===== src/hdl/csma_pkg.sv =====
// ----------------------------------------------------------------------------
// csma_pkg: shared types and constants
// Node count, widths, controller states and the command and status
// bundles between the controller and the datapath.
// ----------------------------------------------------------------------------
package csma_pkg;

	localparam int NODES     = 16;
	localparam int IDX_W     = $clog2(NODES);
	localparam int RANGES    = 4;
	localparam int RANGE_W   = 10;
	localparam int LEN_W     = 12;
	localparam int SLOT_W    = 32;
	localparam int DVD_W     = SLOT_W + 1;
	localparam int MOD_CNT_W = $clog2(DVD_W + 1);
	localparam int CFG_IDX_W = 3;
	localparam int CFG_DAT_W = 12;

	typedef enum logic [CFG_IDX_W-1:0] {
		REG_NODE_COUNT  = 3'd0,
		REG_PACKET_LEN  = 3'd1,
		REG_MAX_RETRIES = 3'd2,
		REG_RANGE_0     = 3'd3,
		REG_RANGE_1     = 3'd4,
		REG_RANGE_2     = 3'd5,
		REG_RANGE_3     = 3'd6
	} cfg_reg_t;

	typedef enum logic [1:0] {
		MK_INIT = 2'd0,
		MK_FIN  = 2'd1,
		MK_COLL = 2'd2
	} mod_kind_t;

	typedef enum logic [3:0] {
		S_INIT_START,
		S_INIT_WAIT,
		S_IDLE,
		S_BUSY,
		S_FIN_WAIT,
		S_CD,
		S_SCAN,
		S_DECIDE,
		S_SEIZE,
		S_COLL,
		S_COLL_WAIT,
		S_DONE
	} state_t;

	typedef struct packed {
		logic      idx_clr;
		logic      idx_inc;
		logic      idx_sender;
		logic      idx_last;
		logic      mod_start;
		mod_kind_t mod_kind;
		logic      init_node;
		logic      fin_node;
		logic      coll_node;
		logic      bo_dec;
		logic      rem_dec;
		logic      succ;
		logic      coll_evt;
		logic      rdy_clr;
		logic      rdy_upd;
		logic      busy_clr;
		logic      seize;
		logic      chan_clr;
		logic      take;
		logic      out_load;
	} cmd_t;

	typedef struct packed {
		logic       cfg_hit;
		logic       idx_end;
		logic       idx_active;
		logic       bo_zero;
		logic       rem_zero;
		logic [1:0] rdy_cnt;
		logic       mod_done;
		logic       mod_zero;
		logic       busy;
		logic       out_free;
	} sts_t;

endpackage


===== src/hdl/csma_mod.sv =====
// ----------------------------------------------------------------------------
// csma_mod: serial remainder unit
// Restoring division, one dividend bit per cycle; returns the remainder
// of a 33-bit dividend by a 10-bit modulus, zero for a zero modulus.
// ----------------------------------------------------------------------------
module csma_mod (
	input  logic                             clk,
	input  logic                             arst_n,
	input  logic                             start,
	input  logic [csma_pkg::DVD_W-1:0]       dividend,
	input  logic [csma_pkg::RANGE_W-1:0]     divisor,
	output logic                             done,
	output logic [csma_pkg::RANGE_W-1:0]     rem
);
	import csma_pkg::*;

	logic [DVD_W-1:0]     dvd_q;
	logic [RANGE_W-1:0]   dsr_q;
	logic [RANGE_W-1:0]   rem_q;
	logic [MOD_CNT_W-1:0] cnt_q;
	logic                 run_q;
	logic                 done_q;
	logic [RANGE_W:0]     trial;
	logic [RANGE_W:0]     diff;

	assign trial = {rem_q, dvd_q[DVD_W-1]};
	assign diff  = trial - {1'b0, dsr_q};

	always_ff @(posedge clk or negedge arst_n) begin
		if (!arst_n) begin
			run_q  <= 1'b0;
			done_q <= 1'b0;
			cnt_q  <= '0;
		end else if (start) begin
			run_q  <= 1'b1;
			done_q <= 1'b0;
			cnt_q  <= MOD_CNT_W'(DVD_W);
		end else if (run_q) begin
			cnt_q <= cnt_q - 1'b1;
			if (cnt_q == MOD_CNT_W'(1)) begin
				run_q  <= 1'b0;
				done_q <= 1'b1;
			end
		end else begin
			done_q <= 1'b0;
		end
	end

	always_ff @(posedge clk) begin
		if (start) begin
			dvd_q <= dividend;
			dsr_q <= divisor;
			rem_q <= '0;
		end else if (run_q) begin
			dvd_q <= {dvd_q[DVD_W-2:0], 1'b0};
			if (trial >= {1'b0, dsr_q})
				rem_q <= diff[RANGE_W-1:0];
			else
				rem_q <= trial[RANGE_W-1:0];
		end
	end

	assign done = done_q;
	assign rem  = (dsr_q == '0) ? '0 : rem_q;

endmodule


===== src/hdl/csma_dp.sv =====
// ----------------------------------------------------------------------------
// csma_dp: node state and channel datapath
// Configuration registers, per-node backoff, collision and remaining
// stores, channel state, totals and the result register.
// ----------------------------------------------------------------------------
module csma_dp (
	input  logic                               clk,
	input  logic                               arst_n,
	input  csma_pkg::cmd_t                     cmd,
	output csma_pkg::sts_t                     sts,
	input  logic                               cfg_we,
	input  logic [csma_pkg::CFG_IDX_W-1:0]     cfg_index,
	input  logic [csma_pkg::CFG_DAT_W-1:0]     cfg_data,
	input  logic [csma_pkg::SLOT_W-1:0]        time_slot,
	input  logic                               last_slot,
	input  logic                               out_ready,
	output logic                               out_valid,
	output logic                               slot_success,
	output logic                               slot_collision,
	output logic                               channel_busy,
	output logic [csma_pkg::SLOT_W-1:0]        success_total,
	output logic [csma_pkg::SLOT_W-1:0]        collision_total,
	output logic                               final_result
);
	import csma_pkg::*;

	logic [4:0]         node_count_q;
	logic [LEN_W-1:0]   packet_len_q;
	logic [2:0]         max_retries_q;
	logic [RANGE_W-1:0] range_q [RANGES];

	logic [RANGE_W-1:0] bo_q [NODES];
	logic [1:0]         co_q [NODES];
	logic [LEN_W-1:0]   rm_q [NODES];

	logic [IDX_W-1:0]   idx_q;
	logic [IDX_W-1:0]   sender_q;
	logic [IDX_W-1:0]   last_q;
	logic [1:0]         rdy_q;
	logic               busy_q;
	logic [SLOT_W-1:0]  slot_q;
	logic               fin_q;
	logic               succ_q;
	logic               coll_q;
	logic [SLOT_W-1:0]  succ_tot_q;
	logic [SLOT_W-1:0]  coll_tot_q;
	logic               out_valid_q;

	logic [RANGE_W-1:0] cur_bo;
	logic [1:0]         cur_co;
	logic [LEN_W-1:0]   cur_rm;
	logic [2:0]         limit;
	logic [2:0]         c_next;
	logic               c_wrap;
	logic [DVD_W-1:0]   dividend;
	logic [RANGE_W-1:0] divisor;
	logic               mod_done;
	logic [RANGE_W-1:0] mod_rem;
	logic               active;

	assign cur_bo = bo_q[idx_q];
	assign cur_co = co_q[idx_q];
	assign cur_rm = rm_q[idx_q];
	assign active = {1'b0, idx_q} < node_count_q;
	assign limit  = (max_retries_q > 3'(RANGES)) ? 3'(RANGES) : max_retries_q;
	assign c_next = {1'b0, cur_co} + 3'd1;
	assign c_wrap = c_next >= limit;

	always_comb begin
		dividend = '0;
		divisor  = range_q[0];
		case (cmd.mod_kind)
			MK_INIT: dividend = DVD_W'(idx_q);
			MK_FIN:  dividend = {1'b0, slot_q} + DVD_W'(idx_q);
			MK_COLL: begin
				dividend = {1'b0, slot_q} + DVD_W'(idx_q) + DVD_W'(1);
				if (!c_wrap)
					divisor = range_q[c_next[1:0]];
			end
			default: dividend = '0;
		endcase
	end

	csma_mod u_mod (
		.clk      (clk),
		.arst_n   (arst_n),
		.start    (cmd.mod_start),
		.dividend (dividend),
		.divisor  (divisor),
		.done     (mod_done),
		.rem      (mod_rem)
	);

	// configuration registers
	always_ff @(posedge clk or negedge arst_n) begin
		if (!arst_n) begin
			node_count_q  <= 5'd1;
			packet_len_q  <= LEN_W'(1);
			max_retries_q <= 3'd4;
			for (int i = 0; i < RANGES; i++)
				range_q[i] <= RANGE_W'(1);
		end else if (cfg_we) begin
			case (cfg_index)
				REG_NODE_COUNT:  node_count_q  <= cfg_data[4:0];
				REG_PACKET_LEN:  packet_len_q  <= cfg_data[LEN_W-1:0];
				REG_MAX_RETRIES: max_retries_q <= cfg_data[2:0];
				REG_RANGE_0:     range_q[0]    <= cfg_data[RANGE_W-1:0];
				REG_RANGE_1:     range_q[1]    <= cfg_data[RANGE_W-1:0];
				REG_RANGE_2:     range_q[2]    <= cfg_data[RANGE_W-1:0];
				REG_RANGE_3:     range_q[3]    <= cfg_data[RANGE_W-1:0];
				default: ;
			endcase
		end
	end

	// node stores, one node a cycle at idx_q
	always_ff @(posedge clk) begin
		if (cmd.init_node) begin
			bo_q[idx_q] <= mod_rem;
			co_q[idx_q] <= '0;
			rm_q[idx_q] <= packet_len_q;
		end else if (cmd.fin_node) begin
			bo_q[idx_q] <= mod_rem;
			co_q[idx_q] <= '0;
			rm_q[idx_q] <= (mod_rem == '0) ? packet_len_q - 1'b1 : packet_len_q;
		end else if (cmd.coll_node) begin
			bo_q[idx_q] <= mod_rem;
			co_q[idx_q] <= c_wrap ? 2'd0 : c_next[1:0];
		end else begin
			if (cmd.bo_dec && active && cur_bo != '0)
				bo_q[idx_q] <= cur_bo - 1'b1;
			if (cmd.rem_dec)
				rm_q[idx_q] <= cur_rm - 1'b1;
		end
	end

	always_ff @(posedge clk or negedge arst_n) begin
		if (!arst_n) begin
			idx_q       <= '0;
			sender_q    <= '0;
			last_q      <= '0;
			rdy_q       <= '0;
			busy_q      <= 1'b0;
			succ_q      <= 1'b0;
			coll_q      <= 1'b0;
			succ_tot_q  <= '0;
			coll_tot_q  <= '0;
			out_valid_q <= 1'b0;
		end else begin
			if (cmd.idx_clr)
				idx_q <= '0;
			else if (cmd.idx_inc)
				idx_q <= idx_q + 1'b1;
			else if (cmd.idx_sender)
				idx_q <= sender_q;
			else if (cmd.idx_last)
				idx_q <= last_q;

			if (cmd.rdy_clr)
				rdy_q <= '0;
			else if (cmd.rdy_upd && active && cur_bo == '0) begin
				last_q <= idx_q;
				if (rdy_q != 2'd2)
					rdy_q <= rdy_q + 1'b1;
			end

			if (cmd.chan_clr) begin
				busy_q   <= 1'b0;
				sender_q <= '0;
			end else if (cmd.seize) begin
				busy_q   <= 1'b1;
				sender_q <= last_q;
			end else if (cmd.busy_clr)
				busy_q <= 1'b0;

			if (cmd.take) begin
				succ_q <= 1'b0;
				coll_q <= 1'b0;
			end
			if (cmd.succ) begin
				succ_q     <= 1'b1;
				succ_tot_q <= succ_tot_q + 1'b1;
			end
			if (cmd.coll_evt) begin
				coll_q     <= 1'b1;
				coll_tot_q <= coll_tot_q + 1'b1;
			end

			if (cmd.out_load)
				out_valid_q <= 1'b1;
			else if (out_ready)
				out_valid_q <= 1'b0;
		end
	end

	always_ff @(posedge clk) begin
		if (cmd.take) begin
			slot_q <= time_slot;
			fin_q  <= last_slot;
		end
		if (cmd.out_load) begin
			slot_success    <= succ_q;
			slot_collision  <= coll_q;
			channel_busy    <= busy_q;
			success_total   <= succ_tot_q;
			collision_total <= coll_tot_q;
			final_result    <= fin_q;
		end
	end

	assign out_valid = out_valid_q;

	always_comb begin
		sts.cfg_hit    = cfg_we && (cfg_index <= REG_RANGE_3);
		sts.idx_end    = idx_q == IDX_W'(NODES - 1);
		sts.idx_active = active;
		sts.bo_zero    = cur_bo == '0;
		sts.rem_zero   = cur_rm == '0;
		sts.rdy_cnt    = rdy_q;
		sts.mod_done   = mod_done;
		sts.mod_zero   = mod_rem == '0;
		sts.busy       = busy_q;
		sts.out_free   = !out_valid_q || out_ready;
	end

`ifndef NO_ASSERTIONS
	a_seize_idle: assert property (@(posedge clk) disable iff (!arst_n)
		cmd.seize |-> !busy_q)
		else $error("channel seized while busy");
	a_excl_event: assert property (@(posedge clk) disable iff (!arst_n)
		!(succ_q && coll_q))
		else $error("success and collision in one slot");
	a_load_free: assert property (@(posedge clk) disable iff (!arst_n)
		cmd.out_load |-> (!out_valid_q || out_ready))
		else $error("result overwritten before transfer");
	a_dec_busy: assert property (@(posedge clk) disable iff (!arst_n)
		cmd.rem_dec |=> busy_q)
		else $error("packet slot sent on idle channel");
`endif

endmodule


===== src/hdl/csma_ctrl.sv =====
// ----------------------------------------------------------------------------
// csma_ctrl: slot sequencer
// Walks the node stores for initialization, readiness scan, collision
// redraws and countdown, and hands each slot result to the output.
// ----------------------------------------------------------------------------
module csma_ctrl (
	input  logic            clk,
	input  logic            arst_n,
	input  logic            in_valid,
	output logic            in_ready,
	input  csma_pkg::sts_t  sts,
	output csma_pkg::cmd_t  cmd
);
	import csma_pkg::*;

	state_t state_q, state_d;

	always_ff @(posedge clk or negedge arst_n) begin
		if (!arst_n)
			state_q <= S_INIT_START;
		else
			state_q <= state_d;
	end

	always_comb begin
		cmd      = '0;
		in_ready = 1'b0;
		state_d  = state_q;
		if (sts.cfg_hit) begin
			// restart the node initialization on any register write
			cmd.idx_clr  = 1'b1;
			cmd.chan_clr = 1'b1;
			state_d      = S_INIT_START;
		end else begin
			case (state_q)
				S_INIT_START: begin
					cmd.mod_start = 1'b1;
					cmd.mod_kind  = MK_INIT;
					state_d       = S_INIT_WAIT;
				end
				S_INIT_WAIT: begin
					cmd.mod_kind = MK_INIT;
					if (sts.mod_done) begin
						cmd.init_node = 1'b1;
						if (sts.idx_end)
							state_d = S_IDLE;
						else begin
							cmd.idx_inc = 1'b1;
							state_d     = S_INIT_START;
						end
					end
				end
				S_IDLE: begin
					in_ready = 1'b1;
					if (in_valid) begin
						cmd.take = 1'b1;
						if (sts.busy) begin
							cmd.idx_sender = 1'b1;
							state_d        = S_BUSY;
						end else begin
							cmd.idx_clr = 1'b1;
							cmd.rdy_clr = 1'b1;
							state_d     = S_SCAN;
						end
					end
				end
				S_BUSY: begin
					if (!sts.rem_zero) begin
						cmd.rem_dec = 1'b1;
						cmd.succ    = 1'b1;
						state_d     = S_DONE;
					end else begin
						cmd.mod_start = 1'b1;
						cmd.mod_kind  = MK_FIN;
						state_d       = S_FIN_WAIT;
					end
				end
				S_FIN_WAIT: begin
					cmd.mod_kind = MK_FIN;
					if (sts.mod_done) begin
						cmd.fin_node = 1'b1;
						if (sts.mod_zero) begin
							cmd.succ = 1'b1;
							state_d  = S_DONE;
						end else begin
							cmd.busy_clr = 1'b1;
							cmd.idx_clr  = 1'b1;
							state_d      = S_CD;
						end
					end
				end
				S_CD: begin
					cmd.bo_dec = 1'b1;
					if (sts.idx_end)
						state_d = S_DONE;
					else
						cmd.idx_inc = 1'b1;
				end
				S_SCAN: begin
					cmd.rdy_upd = 1'b1;
					if (sts.idx_end)
						state_d = S_DECIDE;
					else
						cmd.idx_inc = 1'b1;
				end
				S_DECIDE: begin
					case (sts.rdy_cnt)
						2'd0: begin
							cmd.idx_clr = 1'b1;
							state_d     = S_CD;
						end
						2'd1: begin
							cmd.seize    = 1'b1;
							cmd.idx_last = 1'b1;
							state_d      = S_SEIZE;
						end
						default: begin
							cmd.coll_evt = 1'b1;
							cmd.idx_clr  = 1'b1;
							state_d      = S_COLL;
						end
					endcase
				end
				S_SEIZE: begin
					cmd.rem_dec = 1'b1;
					cmd.succ    = 1'b1;
					state_d     = S_DONE;
				end
				S_COLL: begin
					cmd.mod_kind = MK_COLL;
					if (sts.idx_active && sts.bo_zero) begin
						cmd.mod_start = 1'b1;
						state_d       = S_COLL_WAIT;
					end else if (sts.idx_end)
						state_d = S_DONE;
					else
						cmd.idx_inc = 1'b1;
				end
				S_COLL_WAIT: begin
					cmd.mod_kind = MK_COLL;
					if (sts.mod_done) begin
						cmd.coll_node = 1'b1;
						if (sts.idx_end)
							state_d = S_DONE;
						else begin
							cmd.idx_inc = 1'b1;
							state_d     = S_COLL;
						end
					end
				end
				S_DONE: begin
					if (sts.out_free) begin
						cmd.out_load = 1'b1;
						state_d      = S_IDLE;
					end
				end
				default: state_d = S_INIT_START;
			endcase
		end
	end

endmodule


===== src/hdl/slotted_csma_backoff_sim.sv =====
// Each slot is handled mid-packet, at packet end when the sender keeps the channel or
// counts down, or on an idle channel as a seized slot, an idle countdown or a collision.
// Each serial remainder holds the sequencer until it is done; each node walk visits all 16 nodes.
// One slot is in work at a time; the next is accepted only after its result is loaded.
// Reset and every register write reinitialize the 16 nodes, no slot accepted meanwhile.
// ----------------------------------------------------------------------------
// slotted_csma_backoff_sim: slotted CSMA channel with exponential backoff
// Per slot reports success, collision, channel state and wrapping totals.
// ----------------------------------------------------------------------------
module slotted_csma_backoff_sim (
	input  logic                               clk,
	input  logic                               arst_n,
	input  logic                               cfg_we,
	input  logic [csma_pkg::CFG_IDX_W-1:0]     cfg_index,
	input  logic [csma_pkg::CFG_DAT_W-1:0]     cfg_data,
	input  logic                               in_valid,
	output logic                               in_ready,
	input  logic [csma_pkg::SLOT_W-1:0]        time_slot,
	input  logic                               last_slot,
	output logic                               out_valid,
	input  logic                               out_ready,
	output logic                               slot_success,
	output logic                               slot_collision,
	output logic                               channel_busy,
	output logic [csma_pkg::SLOT_W-1:0]        success_total,
	output logic [csma_pkg::SLOT_W-1:0]        collision_total,
	output logic                               final_result
);
	import csma_pkg::*;

	cmd_t cmd;
	sts_t sts;

	csma_ctrl u_ctrl (
		.clk      (clk),
		.arst_n   (arst_n),
		.in_valid (in_valid),
		.in_ready (in_ready),
		.sts      (sts),
		.cmd      (cmd)
	);

	csma_dp u_dp (
		.clk             (clk),
		.arst_n          (arst_n),
		.cmd             (cmd),
		.sts             (sts),
		.cfg_we          (cfg_we),
		.cfg_index       (cfg_index),
		.cfg_data        (cfg_data),
		.time_slot       (time_slot),
		.last_slot       (last_slot),
		.out_ready       (out_ready),
		.out_valid       (out_valid),
		.slot_success    (slot_success),
		.slot_collision  (slot_collision),
		.channel_busy    (channel_busy),
		.success_total   (success_total),
		.collision_total (collision_total),
		.final_result    (final_result)
	);

endmodule


===== config.mk =====
export PLATFORM = sky130hd
export DESIGN_NAME = slotted_csma_backoff_sim
export DESIGN_NICKNAME = d
export VERILOG_FILES = /design/src/hdl/csma_pkg.sv /design/src/hdl/csma_mod.sv /design/src/hdl/csma_dp.sv /design/src/hdl/csma_ctrl.sv /design/src/hdl/slotted_csma_backoff_sim.sv
export SDC_FILE = /design/constraint.sdc
export NUM_CORES = 1
export LEC_CHECK = 0
export ABC_CLOCK_PERIOD_IN_PS = 5900
export BUFFER_PORTS_ARGS = -buffer_cell sky130_fd_sc_hd__buf_2
export CAP_MARGIN = 0
export CELL_PAD_IN_SITES_DETAIL_PLACEMENT = 1
export CELL_PAD_IN_SITES_GLOBAL_PLACEMENT = 1
export CORE_MARGIN = 2
export CORE_UTILIZATION = 40
export CTS_CLUSTER_SIZE = 8
export DETAILED_ROUTE_END_ITERATION = 12
export GPL_ROUTABILITY_DRIVEN = 0
export HOLD_SLACK_MARGIN = 0.12
export PLACE_DENSITY = 0.76
export SLEW_MARGIN = 0
export SYNTH_ARGS = -nofsm -noshare
export SYNTH_HDL_FRONTEND = slang
export SYNTH_SLANG_ARGS = --single-unit
export TNS_END_PERCENT = 10

===== constraint.sdc =====
create_clock -name clk -period 5.9 [get_ports clk]
set_input_delay 0.59 -clock clk [delete_from_list [all_inputs] [get_ports clk]]
set_output_delay 0.59 -clock clk [all_outputs]
set_load 0.05 [all_outputs]

==> summary.txt, run 1 <==
Syn. warnings: 0
GRT Resource Usage Total: 0.204
Xor and xnor area share after synthesis: 0.0426
CTS Buffer Depth: 3
Adder-cell share of the synthesized area: 0.0167
Cell family with most CP delay: simple AND/OR/NAND/NOR gates
Post-synth top area cell: edfxtp_1
Run status: complete, no violations
Min-delay worst type: in2reg
Syn_nets: 2187
Clk sinks: 692
WL/cell: 23.6 um
Gate count of the mapped netlist: 2094
Nets: 2403
Main combinational cell family by area after synthesis: multiplexers
Crit-path max FO: 77
Synthesized area per cell: 14.7 um^2
Actual slew at the worst max-slew pin: 1.32 ns
Worst setup path class: reg2reg
Largest net degree at the start of global routing: 102
Antenna-violating nets left: 0
Number of setup buffers added after CTS: 0
Area contributors post-synth: edfxtp_1 (51%), dfrtp_1 (12%), mux4_2 (8.3%)
HPWL after DPL: 53.3 mm
Net Switching: 3.22 mW
Final min period: 5.06 ns
Vias: 19000
DR pass1 iterations: 5
Row cnt: 101
Max_cap viols: 0
Worst Path Required: 6.26 ns
First-iteration detailed-routing DRC count: 1347
Worst-skew pair later-pin latency: 0.67 ns
Post-synth cell types: 97
Final non-filler cell total: 3391
Post-CTS Hold Fix Bufs: 26
Synthesized cell area: 0.0308 mm^2
Commonest cells in the netlist: edfxtp_1 (528), nand2_1 (192), dfrtp_1 (147), nor2_1 (146), mux4_2 (114)
Max Slew Vio Count: 0
Pwr per Cell Area: 353 mW/mm^2
Via/cell ratio: 5.61
Worst setup SP type: register
Top-count cell post-synth: edfxtp_1
# DRC: 0
Top FF cell, synth: edfxtp_1
Hold slack: 0.144 ns
Rel. slew slack: 0.118
Critical-path cell list: inv_1 -> fa_1 -> nand2b_1 -> a21o_1 -> or4_1 -> a21oi_1 -> a31oi_1 -> or3b_4 -> nor3_1 -> xor2_1 -> o21ai_0
Routed wire length: 80.0 mm
Worst Setup End Kind: register
CTS tree: built
Sw Ratio: 0.255
Clock root buffer master: clkbuf_16
Crit path buf inv count: 1
Internal power: 9.38 mW
Worst EP arrival: 5.42 ns
Max VDD drop: 0.000213 V
Post-synth ARST share: 0.223
Clock slew at reported path FFs: 0.05 ns
Clock share of power: 0.405
Sequential area share after synthesis: 0.646
I/O Buffers: 122
Die height: 282 um
Placed Instances: 3216
Final setup vio count: 0
Seq pwr share: 0.474
Antenna violations before repair: 1
CTS resizes: 0
Hold violation total from the final report: 0
EDFF count, synth: 528
Die area: 0.0793 mm^2
Share of cells above drive strength 1: 0.222
Final period util: 0.857
Simple logic cell fraction of the synthesized area: 0.0941
Area fraction of the dominant cell type after synthesis: 0.515
Fill cells: 7600
Total grt overflow: 0
Synthesized flop and latch total: 692
Layout area overhead: 15.9%
Die width: 282 um
Setup repair after global routing missed its margin: false
H-tree depth: 3
Logic pwr share: 0.121
Delay of the slowest critical-path stage: 1.18 ns
Area fraction in compound gates after synthesis: 0.0596
Clock skew: 0.0462 ns
TritonCTS Buffers: 96
IO Pins: 123
Mux cell area share after synthesis: 0.116
Fmax: 198 MHz
Slowest-stage cell, CP: dfrtp_4
Leak pwr: 12.9 nW
Setup TNS: 0 ns
Starting Density: 0.405
Final core utilization: 0.469
First-pass GRT wire length: 124 mm
Vias in the first global route: 20700
Floorplan core area: 0.0761 mm^2
## registers in the layout, summed over array words and instances, names as in the netlist, 3 cells and up
register and cells:
u_dp.node_count_q 5, u_dp.succ_tot_q 32, u_dp.rm_q 192, u_dp.max_retries_q 3
u_dp.u_mod.dsr_q 10, u_dp.co_q 32, u_dp.coll_tot_q 32, u_dp.idx_q 4
u_dp.range_q 40, u_dp.u_mod.cnt_q 6, u_dp.slot_q 32, u_dp.success_total 32
u_dp.packet_len_q 12, u_dp.last_q 4, u_dp.collision_total 32, u_ctrl.state_q 4
u_dp.bo_q 160, u_dp.sender_q 4, u_dp.u_mod.rem_q 10, u_dp.u_mod.dvd_q 33
## metal layers
layer | GRT usage | routed length [um]
met1 | 0.260 | 32900
met2 | 0.355 | 40700
met3 | 0.0288 | 4050
met4 | 0.0769 | 2320
met5 | 0 | 0
## layout by cell type (no fill, tap or decap), types with 19 or more instances in the layout
cell type	count
edfxtp_1	528
nor3_1	36
mux2i_1	19
nor2_1	146
clkbuf_16	98
buf_2	121
a21oi_1	54
nand2_1	192
xnor2_1	92
xor2_1	58
dlygate4sd3_1	26
mux2_2	73
o21ai_0	55
nand4_1	32
mux4_2	114
dfrtp_1	145
ha_1	38
buf_4	59
clkbuf_1	43
inv_1	61
and3_1	20
a22oi_1	30
nand3_1	53
## worst register-to-register path: cells and delay by family (launching register included)
kind | cells | cell delay, ns
simple gates | 4 | 1.73
flops | 1 | 1.18
compound gates | 4 | 0.75
fa+ha+maj | 1 | 0.52
buf+inv | 1 | 0.38
xor+xnor | 1 | 0.20
## stage by stage
| stage | setup slack (ns) | cell area, um^2 | total power [mW] |
|---|---|---|---|
| 6_report | 0.844 | 35700 | 12.6 |
| 5_1_grt | 0.396 | 35700 | 13.1 |
| 4_1_cts | 0.823 | 35700 | 12.7 |
| 3_5_place_dp | 0.884 | 32700 | 7.56 |
| 3_3_place_gp | 1.12 | 32700 | 7.44 |
| 2_1_floorplan | 0.544 | 30800 | 7.00 |
## area by class of cell
class,instances,area [um^2],share of cell area
Tap cell,1030,1290,0.0361
Antenna cell,1,2.50,0.0000701
Sequential cell,692,19900,0.558
Timing Repair Buffer,209,1360,0.0381
Multi-Input combinational cell,1249,10200,0.284
Clock inverter,6,120,0.00336
Clock buffer,142,2630,0.0736
Inverter,62,233,0.00652
## power by group through the flow
stage	registers [mW]	clock network (mW)	logic, mW
floorplan	5.94	0	1.05
global placement	6.03	0	1.40
detailed placement	6.06	0	1.50
CTS	5.97	5.18	1.53
global route	6.01	5.36	1.68
finish	5.97	5.10	1.52
## path summary, 6_finish.rpt
path,slack [ns],cells past startpoint,endpoint,start
max,0.84,11,u_dp.u_mod.dvd_q[30],u_dp.idx_q[1]
min reg2reg,0.43,0,u_dp.final_result,u_dp.fin_q
min,0.14,1,u_dp.slot_q[29],time_slot[29]
min in group asynchronous,0.60,2,u_dp.coll_tot_q[22],arst_n
max in group asynchronous,3.81,3,u_dp.succ_tot_q[17],arst_n
max reg2reg,0.84,11,u_dp.u_mod.dvd_q[30],u_dp.idx_q[1]
## cell families (layout without fill, tap and decap cells)
logic type,after synthesis,count (layout)
DFF,692,692
and+or+nand+nor,590,590
AOI/OAI and AO/OA,263,263
muxes,206,206
buffers and inverters,153,419
xor gates and xnor gates,150,150
adders and majority gates,40,40
other,0,1
No activity file was read; power rests on OpenSTA's default activity.
==> run 2: changes to the inputs <==
- ABC_AREA: unset -> 1
- PLACE_DENSITY: 0.76 -> 0.8
==> run 2 against run 1 <==
  * Count of clock-buffer cells in the layout is 2 lower
  * Synthesized area is 8.4% higher
  * First-iteration DRC count is 42% higher
  * Routed wire length is 23% higher
  * Synthesized cell count is 73% higher
  * Combinational power is 32% higher
  * Sequential power is 1% higher
  * Sequential cell count stayed put
  * Register-to-register slack better by 0.07 ns
  * Cell count is 45% higher
  * Utilization is 0.62 points lower
  * Sequential share of layout area is 3.6 points lower
==> summary.txt, run 2 <==
Run status: complete, no violations (unchanged)
# DRC: 0 (unchanged)
Sequential area share after synthesis: 0.596 (was 0.646)
FF-to-FF Start: u_dp.idx_q[1] (unchanged)
Critical-path cell list: clkinv_2 -> buf_4 -> o21ai_0 -> o22ai_1 -> nand2_1 -> nand4_1 -> inv_1 -> ha_1 -> nand2_1 -> nor2_1 -> nand2_2 -> o21ai_4 -> nand2_2 -> nand2_2 -> a21oi_1 (was inv_1 -> fa_1 -> nand2b_1 -> a21o_1 -> or4_1 -> a21oi_1 -> a31oi_1 -> or3b_4 -> nor3_1 -> xor2_1 -> o21ai_0)
Routed wire length: 98.3 mm (was 80.0 mm)
Final period util: 0.846 (was 0.857)
Final setup vio count: 0 (unchanged)
Post-synth cell types: 55 (was 97)
Via/cell ratio: 5.33 (was 5.61)
Biggest register: u_dp.rm_q (unchanged)
GRT busiest layer: met2 (unchanged)
Crit path launch: u_dp.idx_q[1] (unchanged)
Synthesized flop and latch total: 692 (unchanged)
Antenna-violating nets left: 0 (unchanged)
First-pass GRT wire length: 155 mm (was 124 mm)
H-tree depth: 3 (unchanged)
Worst-skew pair later-pin latency: 0.68 ns (was 0.67 ns)
Area contributors post-synth: edfxtp_1 (47%), nand2_1 (12%), dfrtp_1 (11%) (was edfxtp_1 (51%), dfrtp_1 (12%), mux4_2 (8.3%))
TritonCTS Buffers: 96 (unchanged)
Synthesized area per cell: 9.20 um^2 (was 14.7 um^2)
Clock skew: 0.0484 ns (was 0.0462 ns)
Min-delay worst type: in2async (was in2reg)
Pwr per Cell Area: 344 mW/mm^2 (was 353 mW/mm^2)
Actual slew at the worst max-slew pin: 1.26 ns (was 1.32 ns)
CP dominant cell by count: nand2_2
Post-synth ARST share: 0.223 (unchanged)
Max Slew Vio Count: 0 (unchanged)
Setup repair after global routing missed its margin: false (unchanged)
Fill cells: 9410 (was 7600)
Max VDD drop: 0.000268 V (was 0.000213 V)
Vias in the first global route: 27800 (was 20700)
EDFF count, synth: 528 (unchanged)
Synthesized cell area: 0.0334 mm^2 (was 0.0308 mm^2)
IO Pins: 123 (unchanged)
Final min period: 4.99 ns (was 5.06 ns)
Worst setup path class: reg2reg (unchanged)
Met1 Usage GRT: 0.287 (was 0.260)
GRT Resource Usage Total: 0.229 (was 0.204)
Commonest cells in the netlist: nand2_1 (1055), edfxtp_1 (528), nor2_1 (493), inv_1 (343), o21ai_0 (265) (was edfxtp_1 (528), nand2_1 (192), dfrtp_1 (147), nor2_1 (146), mux4_2 (114))
Clock root buffer master: clkbuf_16 (unchanged)
Worst Setup End Kind: register (unchanged)
Hold violation total from the final report: 0 (unchanged)
Biggest regs: u_dp.rm_q x192, u_dp.bo_q x160, u_dp.range_q x40 (unchanged)
Die height: 293 um (was 282 um)
Clock slew at reported path FFs: 0.05 ns (about the same)
Max_cap viols: 0 (unchanged)
Share of cells above drive strength 1: 0.0819 (was 0.222)
Cell family with most CP delay: compound AO/OA/AOI/OAI gates (was simple AND/OR/NAND/NOR gates)
WL/cell: 19.9 um (was 23.6 um)
Commonest non-fill, non-tap cell in the layout: nand2_1 (was edfxtp_1)
Worst setup SP type: register (unchanged)
Placed Instances: 4751 (was 3216)
Nets: 3905 (was 2403)
DR pass1 iterations: 7 (was 5)
Starting Density: 0.405 (about the same)
Delay of the slowest critical-path stage: 1.12 ns (was 1.18 ns)
Slowest-stage cell, CP: a21oi_1 (was dfrtp_4)
M3 GR Usage: 0.0315 (was 0.0288)
DP Worst Slack: 1.10 ns (was 0.884 ns)
Layout area overhead: 14.2% (was 15.9%)
I/O Buffers: 122 (unchanged)
Die area: 0.0858 mm^2 (was 0.0793 mm^2)
Critical Path Sink: u_dp.rm_q[12][9] (was u_dp.u_mod.dvd_q[30])
Die width: 293 um (was 282 um)
First-iteration detailed-routing DRC count: 1914 (was 1347)
CTS tree: built (unchanged)
Crit-path max FO: 46 (was 77)
Floorplan core area: 0.0824 mm^2 (was 0.0761 mm^2)
Gate count of the mapped netlist: 3630 (was 2094)
Final non-filler cell total: 4930 (was 3391)
Overall Power: 13.1 mW (was 12.6 mW)
Worst EP arrival: 5.27 ns (was 5.42 ns)
Clk sinks: 692 (unchanged)
Global routing usage on met2: 0.410 (was 0.355)
R2R Path End: u_dp.rm_q[12][9] (was u_dp.u_mod.dvd_q[30])
HPWL after DPL: 64.6 mm (was 53.3 mm)
Post-synth top area cell: edfxtp_1 (unchanged)
Top-count cell post-synth: nand2_1 (was edfxtp_1)
Top FF cell, synth: edfxtp_1 (unchanged)
Worst reg2reg path depth: 15 (was 11)
Largest register FFs: 192 (unchanged)
Commonest non-fill, non-tap cells in the layout: nand2_1 (1055), edfxtp_1 (528), nor2_1 (491) (was edfxtp_1 (528), nand2_1 (192), nor2_1 (146))
Worst Path Required: 6.18 ns (was 6.26 ns)
Fmax: 200 MHz (was 198 MHz)
Largest net degree at the start of global routing: 209 (was 102)
CTS Buffer Depth: 3 (unchanged)
Crit path buf inv count: 3 (was 1)
Setup TNS: 0 ns (unchanged)
Syn_nets: 3723 (was 2187)
Antenna violations before repair: 2 (was 1)
Worst reg-to-reg setup slack: 0.91 ns (was 0.84 ns)
Path length in cells of the critical path: 15 (was 11)
Worst setup margin: 0.909 ns (was 0.844 ns)
CTS resizes: 0 (unchanged)
Rel. slew slack: 0.161 (was 0.118)
Final core utilization: 0.463 (was 0.469)
Row cnt: 105 (was 101)
Area fraction of the dominant cell type after synthesis: 0.475 (was 0.515)
Total grt overflow: 0 (unchanged)
Vias: 26300 (was 19000)
Leak pwr: 16.0 nW (was 12.9 nW)
Syn. warnings: 0 (unchanged)
## run 2: cell types whose count changed in the layout (fill, tap and decap cells not counted), sizes merged, moves of 25 or more
cell   change
nand2    +867
nor2     +355
inv      +284
o21ai    +252
nand3    +154
mux4     -114
mux2      -73
xnor2     -60
a22oi     -30
o22ai     +28
xor2      +25
## run 2: what timing repair did
item,CTS,global route
endpoints found under the hold margin,33,0
hold buffers,33,0
setup buffers,0,0
## run 2: worst min-delay path by stage
stage | cells past startpoint | to | slack [ns] | start
after global placement | 0 | u_dp.final_result | 0.40 | u_dp.fin_q
after floorplan | 0 | u_ctrl.state_q[0] | 0.29 | arst_n
after detailed placement | 0 | u_dp.final_result | 0.42 | u_dp.fin_q
after CTS | 1 | u_dp.succ_tot_q[18] | 0.12 | arst_n
after global routing | 1 | u_dp.succ_tot_q[1] | 0.14 | arst_n
final | 1 | u_dp.succ_tot_q[2] | 0.05 | arst_n
## run 2: kinds of logic (layout without fill, tap and decap cells)
family | after synthesis | count (layout) | share of synthesized area
compound gates | 403 | 403 | 0.0639
xor+xnor | 115 | 115 | 0.0302
fa+ha+maj | 40 | 40 | 0.0154
buf+inv | 475 | 704 | 0.0605
flops | 692 | 692 | 0.596
mux | 10 | 10 | 0.00300
other cells | 0 | 1 | 0
simple gates | 1895 | 1895 | 0.231
## run 2: per-stage QoR
stage / hold WS [ns] / cell area, um^2
after global routing: 0.142 / 38200
final: 0.0485 / 38200
after global placement: 0.403 / 35100
after CTS: 0.122 / 38200
after floorplan: 0.294 / 33400
after detailed placement: 0.418 / 35100
## run 2: layout make-up
| class | instances | area, um^2 | share of cell area |
|---|---|---|---|
| sequential | 692 | 19900 | 0.522 |
| multi-input combinational | 2463 | 11500 | 0.301 |
| clock buffer | 140 | 2590 | 0.0678 |
| timing repair buffer | 208 | 1370 | 0.0359 |
| tap | 1070 | 1340 | 0.0351 |
| inverter | 351 | 1330 | 0.0347 |
| clock inverter | 5 | 130 | 0.00341 |
| antenna | 1 | 2.50 | 0.0000656 |
## run 2: where the power goes
group / internal (mW) / switching (mW) / leakage (nW) / total, mW
sequential: 5.83 / 0.211 / 6.84 / 6.04
combinational: 0.583 / 1.42 / 7.83 / 2.00
clock: 3.01 / 2.09 / 1.30 / 5.10
total: 9.42 / 3.72 / 16.0 / 13.1
## run 2: routing by layer
layer	routed length, um	up-vias
met5	11	-
met4	2310	2
met3	4730	156
met2	49900	650
met1	41300	13200
li1	-	12300
==> run 3: changes to the inputs <==
- ABC_CLOCK_PERIOD_IN_PS: 5900 -> 5100
- clock period: 5.9 -> 5.1 ns (I/O delays scaled with it)
==> run 3 against run 2 <==
  * Sequential power up 16%
  * Power up 16%
  * Largest cell class unchanged
  * Register-to-register slack worse by 0.17 ns
  * Utilization up 0.28 points
  * Largest power group unchanged
  * Via count up 0.30%
  * Worst hold slack better by 0.095 ns
==> summary.txt, run 3 (synthesis gave the netlist of run 2 again) <==
Commonest non-fill, non-tap cell in the layout: nand2_1 (unchanged)
WL/cell: 20.3 um (was 19.9 um)
Clock skew: 0.0416 ns (was 0.0484 ns)
Clk sinks: 692 (unchanged)
Net Switching: 4.35 mW (was 3.72 mW)
Total grt overflow: 0 (unchanged)
Die area: 0.0858 mm^2 (unchanged)
Max_cap viols: 0 (unchanged)
First-iteration detailed-routing DRC count: 1814 (was 1914)
Logic pwr share: 0.153 (was 0.152)
Placed inst area: 0.0353 mm^2 (was 0.0351 mm^2)
Final period util: 0.855 (was 0.846)
Clock root buffer master: clkbuf_16 (unchanged)
Die width: 293 um (unchanged)
Largest net degree at the start of global routing: 133 (was 209)
Antenna-violating nets left: 0 (unchanged)
Rel. slew slack: 0.196 (was 0.161)
Min-delay worst type: in2reg (was in2async)
Clock slew at reported path FFs: 0.05 ns (about the same)
Actual slew at the worst max-slew pin: 1.20 ns (was 1.26 ns)
Pwr per Cell Area: 397 mW/mm^2 (was 344 mW/mm^2)
Share of cells above drive strength 1: 0.0859 (was 0.0819)
Final setup vio count: 0 (unchanged)
First-pass GRT wire length: 158 mm (was 155 mm)
Finished Cell Area: 0.0384 mm^2 (was 0.0382 mm^2)
Worst hold start: cfg_data[10]
Layout area overhead: 14.9% (was 14.2%)
Setup repair after global routing missed its margin: false (unchanged)
Row cnt: 105 (unchanged)
Final non-filler cell total: 4957 (was 4930)
Worst Path Required: 5.49 ns (was 6.18 ns)
Worst setup margin: 0.741 ns (was 0.909 ns)
Leak pwr: 16.1 nW (was 16.0 nW)
Placed Instances: 4769 (was 4751)
Nets: 3924 (was 3905)
Worst setup SP type: register (unchanged)
Final min period: 4.36 ns (was 4.99 ns)
Via/cell ratio: 5.32 (was 5.33)
DP Worst Slack: 0.830 ns (was 1.10 ns)
Antenna violations before repair: 2 (unchanged)
Worst-skew pair later-pin latency: 0.68 ns (about the same)
Crit-path max FO: 53 (was 46)
Starting Density: 0.405 (unchanged)
CTS tree: built (unchanged)
Clock share of power: 0.389 (was 0.388)
I/O Buffers: 122 (unchanged)
Largest register FFs: 192 (unchanged)
Max VDD drop: 0.000235 V (was 0.000268 V)
Biggest regs: u_dp.rm_q x192, u_dp.bo_q x160, u_dp.range_q x40 (unchanged)
CTS resizes: 0 (unchanged)
Floorplan core area: 0.0824 mm^2 (unchanged)
HPWL after DPL: 67.7 mm (was 64.6 mm)
Fmax: 229 MHz (was 200 MHz)
TritonCTS Buffers: 96 (unchanged)
Internal power: 10.9 mW (was 9.42 mW)
H-tree depth: 3 (unchanged)
GRT Resource Usage Total: 0.234 (was 0.229)
Seq pwr share: 0.458 (was 0.460)
Vias in the first global route: 28100 (was 27800)
DR pass1 iterations: 6 (was 7)
Hold path depth: 3
Routed wire length: 101 mm (was 98.3 mm)
CTS Buffer Depth: 3 (unchanged)
# DRC: 0 (unchanged)
Hold violation total from the final report: 0 (unchanged)
R2R Path End: u_dp.rm_q[5][7] (was u_dp.rm_q[12][9])
Worst EP arrival: 4.75 ns (was 5.27 ns)
Max Slew Vio Count: 0 (unchanged)
Worst reg2reg path depth: 20 (was 15)
Commonest non-fill, non-tap cells in the layout: nand2_1 (1055), edfxtp_1 (528), nor2_1 (491) (unchanged)
IO Pins: 123 (unchanged)
Vias: 26400 (was 26300)
Sw Ratio: 0.285 (was 0.283)
Worst setup path class: reg2reg (unchanged)
Worst Setup End Kind: register (unchanged)
Die height: 293 um (unchanged)
Worst reg-to-reg setup slack: 0.74 ns (was 0.91 ns)
FF-to-FF Start: u_dp.idx_q[0] (was u_dp.idx_q[1])
Run status: complete, no violations (unchanged)
Biggest register: u_dp.rm_q (unchanged)
Hold Path Sink: u_dp.packet_len_q[10]
Setup TNS: 0 ns (unchanged)
run 3: timing repair:
item / in CTS / in global routing
hold buffers: 34 / 0
endpoints found under the hold margin: 83 / 0
buffers inserted: 0 / 0
run 3: how the worst max path moves through the flow:
stage,start,to
6_report,u_dp.idx_q[0],u_dp.rm_q[5][7]
5_1_grt,u_dp.idx_q[0],u_dp.rm_q[9][4]
4_1_cts,u_dp.idx_q[0],u_dp.u_mod.dvd_q[16]
3_5_place_dp,u_dp.idx_q[0],u_dp.u_mod.dvd_q[12]
3_3_place_gp,u_dp.idx_q[0],u_dp.u_mod.dvd_q[28]
2_1_floorplan,cfg_index[0],u_dp.channel_busy
run 3: layout make-up:
class / instances / area (um^2)
fill: 9396 / 44000
tap: 1070 / 1340
clock buffer: 145 / 2590
multi-input combinational: 2463 / 11500
antenna: 1 / 2.50
clock inverter: 8 / 169
sequential: 692 / 19900
timing repair buffer: 227 / 1570
inverter: 351 / 1330
run 3: per-stage QoR:
stage	hold slack, ns	util	total power, mW
after CTS	0.121	0.466	15.3
final	0.143	0.466	15.3
after floorplan	0.214	-	8.53
after global placement	0.405	0.428	9.26
after global routing	0.154	0.466	15.9
after detailed placement	0.430	0.428	9.38
run 3: critical path, stage by stage (launching register included):
cell and delay, ns:
dfrtp_4 0.51, inv_6 0.32, buf_12 0.28, buf_4 0.27, nand2_1 0.07, nand3_1 0.10
nand2_1 0.08, nand2_1 0.14, nand2_1 0.09, nor2_1 0.30, nand2_1 0.10, nor2_1 0.12
nand2_2 0.12, o21ai_4 0.24, nand2_2 0.14, nand2_2 0.32, buf_4 0.35, nand2_1 0.08
nor2_1 0.12, nor2_1 0.06, buf_4 0.20
run 3: metal layers:
layer / routed length (um) / vias to the layer above / part of all wire / GRT usage
li1: - / 12400 / - / -
met1: 42800 / 13200 / 0.42 / 0.298
met2: 50200 / 689 / 0.50 / 0.412
met3: 5010 / 185 / 0.050 / 0.0315
met4: 2640 / 4 / 0.026 / 0.0742
met5: 23 / - / 0.00023 / 0
run 3: power groups by stage:
stage                     sequential [mW]  clock [mW]  combinational (mW)
final                                6.99        5.93                2.33
after CTS                            6.99        6.03                2.33
after global placement               7.07           0                2.19
after floorplan                      6.99           0                1.54
after detailed placement             7.09           0                2.29
after global routing                 7.02        6.23                2.60
